$ cat config.mk
export PLATFORM = sky130hd
export DESIGN_NAME = numeric_char_reference_decoder
export DESIGN_NICKNAME = d
export VERILOG_FILES = /design/src/rtl/ncr_pkg.sv /design/src/rtl/ncr_parser.sv /design/src/rtl/numeric_char_reference_decoder.sv
export SDC_FILE = /design/constraint.sdc
export NUM_CORES = 1
export LEC_CHECK = 0
export BUFFER_PORTS_ARGS = -buffer_cell sky130_fd_sc_hd__clkbuf_2
export CORE_AREA = 2 2 129 131
export DETAILED_ROUTE_END_ITERATION = 8
export DIE_AREA = 0 0 131 133
export MAX_ROUTING_LAYER = met4
export PLACE_DENSITY = 0.47
export SETUP_SLACK_MARGIN = 0.2
export SLEW_MARGIN = 20
export SYNTH_ARGS = -nofsm -noshare
export SYNTH_HDL_FRONTEND = slang
export SYNTH_SLANG_ARGS = --single-unit
$ cat constraint.sdc
create_clock -name clk -period 8.6 [get_ports clk]
set_clock_uncertainty 0.1 [all_clocks]
set_input_delay 0.86 -clock clk [delete_from_list [all_inputs] [get_ports clk]]
set_output_delay 0.86 -clock clk [all_outputs]
set_load 0.1 [all_outputs]
$ cat src/rtl/ncr_pkg.sv
`default_nettype none

package ncr_pkg;

    localparam int CODE_W  = 16;
    localparam int VALUE_W = 31;
    // accumulator for value * 10 + digit before the range check
    localparam int ACC_W   = VALUE_W + 4;

    localparam logic [CODE_W-1:0] CH_AMP   = 16'h0026;
    localparam logic [CODE_W-1:0] CH_HASH  = 16'h0023;
    localparam logic [CODE_W-1:0] CH_SEMI  = 16'h003B;
    localparam logic [CODE_W-1:0] CH_ZERO  = 16'h0030;
    localparam logic [CODE_W-1:0] CH_NINE  = 16'h0039;

    localparam logic [VALUE_W-1:0] VALUE_LIMIT = {VALUE_W{1'b1}};

    typedef enum logic [1:0] {
        MODE_TEXT   = 2'd0,
        MODE_AMP    = 2'd1,
        MODE_DIGITS = 2'd2,
        MODE_DROP   = 2'd3
    } parse_mode_t;

    typedef struct packed {
        logic              valid;
        logic [CODE_W-1:0] code;
        logic              has_char;
        logic              end_of_text;
    } ncr_result_t;

endpackage

`default_nettype wire

$ cat src/rtl/ncr_parser.sv
`default_nettype none

module ncr_parser (
    input  wire logic                      clk,
    input  wire logic                      rst_n,
    input  wire logic                      step,
    input  wire logic [ncr_pkg::CODE_W-1:0] char_code,
    input  wire logic                      last,
    output ncr_pkg::ncr_result_t           result
);
    import ncr_pkg::*;

    parse_mode_t        mode_reg, mode_next;
    logic [VALUE_W-1:0] value_reg, value_next;
    logic               overflow_reg, overflow_next;

    logic              is_amp;
    logic              is_digit;
    logic [ACC_W-1:0]  acc;
    logic              emit;
    logic [CODE_W-1:0] emit_code;

    assign is_amp   = (char_code == CH_AMP);
    assign is_digit = (char_code >= CH_ZERO) && (char_code <= CH_NINE);

    // value * 10 + digit as two shifted adds
    assign acc = {1'b0, value_reg, 3'b000} + {3'b000, value_reg, 1'b0}
               + {{(ACC_W-4){1'b0}}, char_code[3:0]};

    always_comb
    begin
        mode_next     = mode_reg;
        value_next    = value_reg;
        overflow_next = overflow_reg;
        if (is_amp)
        begin
            mode_next = MODE_AMP;
        end
        else
        begin
            case (mode_reg)
                MODE_TEXT:
                begin
                    mode_next = MODE_TEXT;
                end
                MODE_AMP:
                begin
                    if (char_code == CH_HASH)
                    begin
                        mode_next     = MODE_DIGITS;
                        value_next    = '0;
                        overflow_next = 1'b0;
                    end
                    else
                    begin
                        mode_next = MODE_DROP;
                    end
                end
                MODE_DIGITS:
                begin
                    if (is_digit)
                    begin
                        if (!overflow_reg)
                        begin
                            if (acc > {{(ACC_W-VALUE_W){1'b0}}, VALUE_LIMIT})
                            begin
                                overflow_next = 1'b1;
                                value_next    = VALUE_LIMIT;
                            end
                            else
                            begin
                                value_next = acc[VALUE_W-1:0];
                            end
                        end
                    end
                    else if (char_code == CH_SEMI)
                    begin
                        mode_next = MODE_TEXT;
                    end
                    else
                    begin
                        mode_next = MODE_DROP;
                    end
                end
                MODE_DROP:
                begin
                    mode_next = MODE_DROP;
                end
                default:
                begin
                    mode_next = MODE_TEXT;
                end
            endcase
        end
        // end of text brings everything back to the reset state
        if (last)
        begin
            mode_next     = MODE_TEXT;
            value_next    = '0;
            overflow_next = 1'b0;
        end
    end

    always_comb
    begin
        emit      = 1'b0;
        emit_code = '0;
        if (!is_amp)
        begin
            case (mode_reg)
                MODE_TEXT:
                begin
                    emit      = 1'b1;
                    emit_code = char_code;
                end
                MODE_DIGITS:
                begin
                    if (!is_digit && (char_code == CH_SEMI))
                    begin
                        emit      = 1'b1;
                        emit_code = overflow_reg ? '0 : value_reg[CODE_W-1:0];
                    end
                end
                default:
                begin
                    emit      = 1'b0;
                    emit_code = '0;
                end
            endcase
        end
        result.valid       = step && (emit || last);
        result.code        = emit_code;
        result.has_char    = emit;
        result.end_of_text = last;
    end

    always_ff @(posedge clk or negedge rst_n)
    begin
        if (!rst_n)
        begin
            mode_reg     <= MODE_TEXT;
            value_reg    <= '0;
            overflow_reg <= 1'b0;
        end
        else if (step)
        begin
            mode_reg     <= mode_next;
            value_reg    <= value_next;
            overflow_reg <= overflow_next;
        end
    end

endmodule

`default_nettype wire

$ cat src/rtl/numeric_char_reference_decoder.sv
`default_nettype none

// Decodes decimal character references of the form "&#digits;" in a stream of
// 16-bit code units, one code unit per transaction. Plain text before the first
// '&' and after a complete reference passes through; a failed reference drops
// text up to the next '&'. The block takes one code unit every cycle while the
// output is not stalled. A code unit is captured in the input register when it
// is accepted, and its result is loaded into the result register when that
// register is free or emptying; the result is offered from there. The full
// rate is possible because the multiply-by-ten accumulate in the parser is
// short combinational logic between those two registers. A code unit that
// produces nothing gives no output transaction; the last code unit of a text
// always gives one, with end_of_text set.
module numeric_char_reference_decoder (
    input  wire logic                       clk,
    input  wire logic                       rst_n,
    input  wire logic                       in_valid,
    output      logic                       in_stall,
    input  wire logic [ncr_pkg::CODE_W-1:0] char_code,
    input  wire logic                       last,
    output      logic                       out_valid,
    input  wire logic                       out_stall,
    output      logic [ncr_pkg::CODE_W-1:0] out_code,
    output      logic                       has_char,
    output      logic                       end_of_text
);
    import ncr_pkg::*;

    logic              s1_valid_reg;
    logic [CODE_W-1:0] s1_code_reg;
    logic              s1_last_reg;
    logic              s1_advance;
    logic              in_take;

    logic              out_valid_reg, out_valid_next;
    logic [CODE_W-1:0] out_code_reg;
    logic              out_has_char_reg;
    logic              out_end_reg;

    ncr_result_t       result;

    // the held item moves on whenever the result register is free or emptying
    assign s1_advance = s1_valid_reg && (!out_valid_reg || !out_stall);
    assign in_stall   = s1_valid_reg && !s1_advance;
    assign in_take    = in_valid && !in_stall;

    ncr_parser u_parser (
        .clk       (clk),
        .rst_n     (rst_n),
        .step      (s1_advance),
        .char_code (s1_code_reg),
        .last      (s1_last_reg),
        .result    (result)
    );

    always_ff @(posedge clk or negedge rst_n)
    begin
        if (!rst_n)
        begin
            s1_valid_reg <= 1'b0;
        end
        else if (in_take || s1_advance)
        begin
            s1_valid_reg <= in_take;
        end
    end

    always_ff @(posedge clk)
    begin
        if (in_take)
        begin
            s1_code_reg <= char_code;
            s1_last_reg <= last;
        end
    end

    always_comb
    begin
        out_valid_next = out_valid_reg;
        if (out_valid_reg && !out_stall)
        begin
            out_valid_next = 1'b0;
        end
        if (result.valid)
        begin
            out_valid_next = 1'b1;
        end
    end

    always_ff @(posedge clk or negedge rst_n)
    begin
        if (!rst_n)
        begin
            out_valid_reg <= 1'b0;
        end
        else
        begin
            out_valid_reg <= out_valid_next;
        end
    end

    always_ff @(posedge clk)
    begin
        if (result.valid)
        begin
            out_code_reg     <= result.code;
            out_has_char_reg <= result.has_char;
            out_end_reg      <= result.end_of_text;
        end
    end

    assign out_valid   = out_valid_reg;
    assign out_code    = out_code_reg;
    assign has_char    = out_has_char_reg;
    assign end_of_text = out_end_reg;

endmodule

`default_nettype wire

==> metrics.md <==
| Metric | Value |
|---|---|
| Mean Syn Cell Area | `10.1 um2` |
| Antenna violations before repair | `0` |
| Port Buffers | `40` |
| Synth warn | `0` |
| Largest family of logic cells by synthesized area | `compound AO/OA/AOI/OAI gates` |
| Crit share post-route | `around half` |
| Slew @ Worst Pin | `around 1.0 ns` |
| XOR/XNOR share of the synthesized area | `4.67%` |
| Overall via count from detail_route | `3839` |
| CTS Root Cell | `clkbuf_16` |
| CTS Sinks | `71` |
| Largest vdd supply drop | `94.7 uV` |
| Routability cong. | `0.844` |
| R2R setup slack | `roughly 4.4 ns` |
| Post-Synthesis Cells | `slightly below 500` |
| Vias/cell | `~5.2` |
| Cells on worst reg2reg path | `13` |
| Maxcap violations | `0` |
| Seq cells post-synth | `71` |
| Compound-Gate Fraction of Synth Area | `a little under a quarter` |
| Crit Path Class | `reg2reg` |
| Pwr dens | `about 190 nW/um2` |
| Setup_tns | `0 ns` |
| DR WL/cell | `between 15 and 20 um` |
| EDFF count, synth | `35` |
| Placed Instance Area | `~5300 um2` |
| Final number of hold-violating endpoints | `0` |
| Largest register FFs | `31` |
| Core Rows | `47` |
| Leak pwr | `about 2.7 nW` |
| Antenna viol nets, final | `0` |
| Worst EP arrival | `about 4.3 ns` |
| Setup crit end kind | `register` |
| Req. time, crit path | `approximately 8.7 ns` |
| Mux contribution to synthesized area | `0%` |
| Die height | `~130 um` |
| RSZ-0062 raised after global routing | `no` |
| TritonCTS Buffers | `9` |
| Simple-gate area share of the yosys netlist | `12.7%` |
| Die X | `~130 um` |
| Synthesized area | `between 4000 and 5000 um2` |
| CTS Hold Buffers Added | `0` |
| # nets final | `around 600` |
| Initial DRC Count | `around 240` |
| Startpoint Class | `register` |
| Type of the most critical hold path | `in2async` |
| Area of the core | `about 16000 um2` |
| Synth Flop Type | `dfrtp_1` |
| Most common cell after layout, fill and taps aside | `ha_1` |
| Vias in the first global route | `3880` |
| Fin crit period | `approximately 4.2 ns` |
| Post-synth ARST share | `about half` |
| Setup bufs post-CTS | `0` |
| DRT Wirelength | `12.0 mm` |
| Cts repair resizes | `0` |
| Post-route DRC violation count | `0` |
| Largest net degree at the start of global routing | `37` |
| Final max-slew violation count | `0` |
| Starting Density | `approximately 30%` |
| DP HPWL | `between 8 and 9 mm` |
| Post-route cell area | `roughly 5600 um2` |
| Adder-Cell Fraction of Synth Area | `between 10% and 20%` |
| First-pass GRT wire length | `roughly 20 mm` |
| Ratio of cells with drive above 1 in the final layout | `about an eighth` |
| Reg-to-Reg End | `u_parser.value_reg[3]$_DFFE_PN0P_` |
| Max clock buf depth | `2` |
| Syn Nets | `565` |
| All-Layer GR Usage | `15.0%` |
| Max-slew headroom | `about a third` |
| Ant diodes | `0` |
| Worst skew pair latency | `between 0.3 and 0.4 ns` |
| CP max FO | `10` |
| First-pass iteration count of the detailed router | `4` |
| Area grow syn2layout | `15.3%` |
| I/O pin count | `a little over 40` |
| Max Clk Rate | `approximately 0.24 GHz` |
| Outcome | `finished, final reports clean` |
| Yosys cell types | `56` |
| CTS tree | `done` |
| GRT overflow | `0` |
| Seq/Total Area, Yosys | `between 30% and 40%` |
| Setup violations, final | `0` |
| Htree depth | `3` |
| Clk slew on worst S/H paths | `0.05 ns` |
| Most frequent cells in the layout | `ha_1, nand2_1, clkbuf_2` |
| Die ar. | `17400 um2` |
| Critical R2R Launch | `s1_code_reg[3]$_DFFE_PP_` |
[how the worst max path moves through the flow]
stage                        startpoint                                  to  slack [ns]  cells past startpoint
2_1_floorplan  s1_code_reg[3]$_DFFE_PP_  u_parser.value_reg[13]$_DFFE_PN0P_        4.86                     13
3_3_place_gp   s1_code_reg[3]$_DFFE_PP_  u_parser.value_reg[13]$_DFFE_PN0P_        4.34                     12
3_5_place_dp   s1_code_reg[3]$_DFFE_PP_  u_parser.value_reg[25]$_DFFE_PN0P_        4.21                     12
4_1_cts        s1_code_reg[3]$_DFFE_PP_   u_parser.value_reg[6]$_DFFE_PN0P_        4.20                     12
5_1_grt        s1_code_reg[3]$_DFFE_PP_   u_parser.value_reg[3]$_DFFE_PN0P_        4.07                     13
6_report       s1_code_reg[3]$_DFFE_PP_   u_parser.value_reg[3]$_DFFE_PN0P_        4.38                     13
[cell families (layout without fill, tap and decap cells)]
family          count (synthesis)  after routing
buf+inv                        32             75
fa+ha+maj                      63             63
xor+xnor                       26             26
flops                          71             71
compound gates                157            157
simple gates                  132            132
[critical path, cell delays in order, from the launching register on]
cell	delay, ns
edfxtp_1	0.40
inv_1	0.08
fa_1	0.60
inv_1	0.06
ha_1	0.27
a21oi_1	0.08
nand4b_1	0.24
a211oi_2	0.32
o311ai_1	0.22
a211o_1	0.38
a2111o_1	0.43
o22ai_2	0.23
a21o_1	0.48
o211ai_1	0.17
[layout make-up]
| cell class | instances | area (um2) |
|---|---|---|
| fill | 1636 | 10500 |
| clock buffer | 13 | 250 |
| inverter | 15 | 56.3 |
| tap | 220 | 275 |
| clock inverter | 3 | 42.5 |
| multi-input combinational | 378 | 2800 |
| sequential | 71 | 1950 |
| timing repair buffer | 44 | 250 |
[synthesized netlist by cell type, drive strengths merged, types with 3 or more instances]
cell type / count / area [um2]
a221o: 21 / 210
nor4: 3 / 18.8
and3: 3 / 18.8
a21o: 13 / 97.6
inv: 15 / 56.3
ha: 61 / 763
a22o: 14 / 123
a211o: 3 / 26.3
dfrtp: 36 / 901
nor3: 12 / 60.1
a22oi: 11 / 82.6
buf: 9 / 56.3
nand4: 4 / 25.0
nand2: 46 / 173
and2: 3 / 18.8
o21ai: 24 / 120
o211ai: 4 / 30.0
xor2: 12 / 105
nand2b: 8 / 50.1
a21oi: 37 / 189
a31oi: 4 / 25.0
xnor2: 14 / 123
edfxtp: 35 / 1050
nand3: 9 / 45.0
o21a: 3 / 22.5
a211oi: 3 / 27.5
clkbuf: 8 / 30.0
nor2: 34 / 128
[metrics by stage]
stage               utilization, %  power, mW  setup slack, ns  instances  hold WS (ns)
finish                        34.8       1.04             4.38        744         0.375
floorplan                        -      0.633             4.86        481         0.397
detailed placement            32.8      0.678             4.21        727         0.449
CTS                           34.6       1.05             4.20        743         0.456
global placement              32.8      0.677             4.34        727         0.438
global route                  34.8       1.09             4.07        744         0.387
[power breakdown]
part / leakage, nW / total, mW / switching (mW) / internal (mW)
Combinational: 1.74 / 0.253 / 0.207 / 0.0460
Sequential: 0.834 / 0.418 / 0.0175 / 0.401
Clock: 0.140 / 0.372 / 0.139 / 0.232
Total: 2.72 / 1.04 / 0.363 / 0.679
[layer usage]
layer | vias to the layer above | share of wire [%] | track usage, %
li1 | 1929 | - | -
met1 | 1837 | 48 | 20.0
met4 | 0 | 1.4 | 4.55
met5 | - | 0 | -
met2 | 61 | 47 | 23.5
met3 | 12 | 3.0 | 2.39
Note: power is estimated with default switching activity, not from simulation.
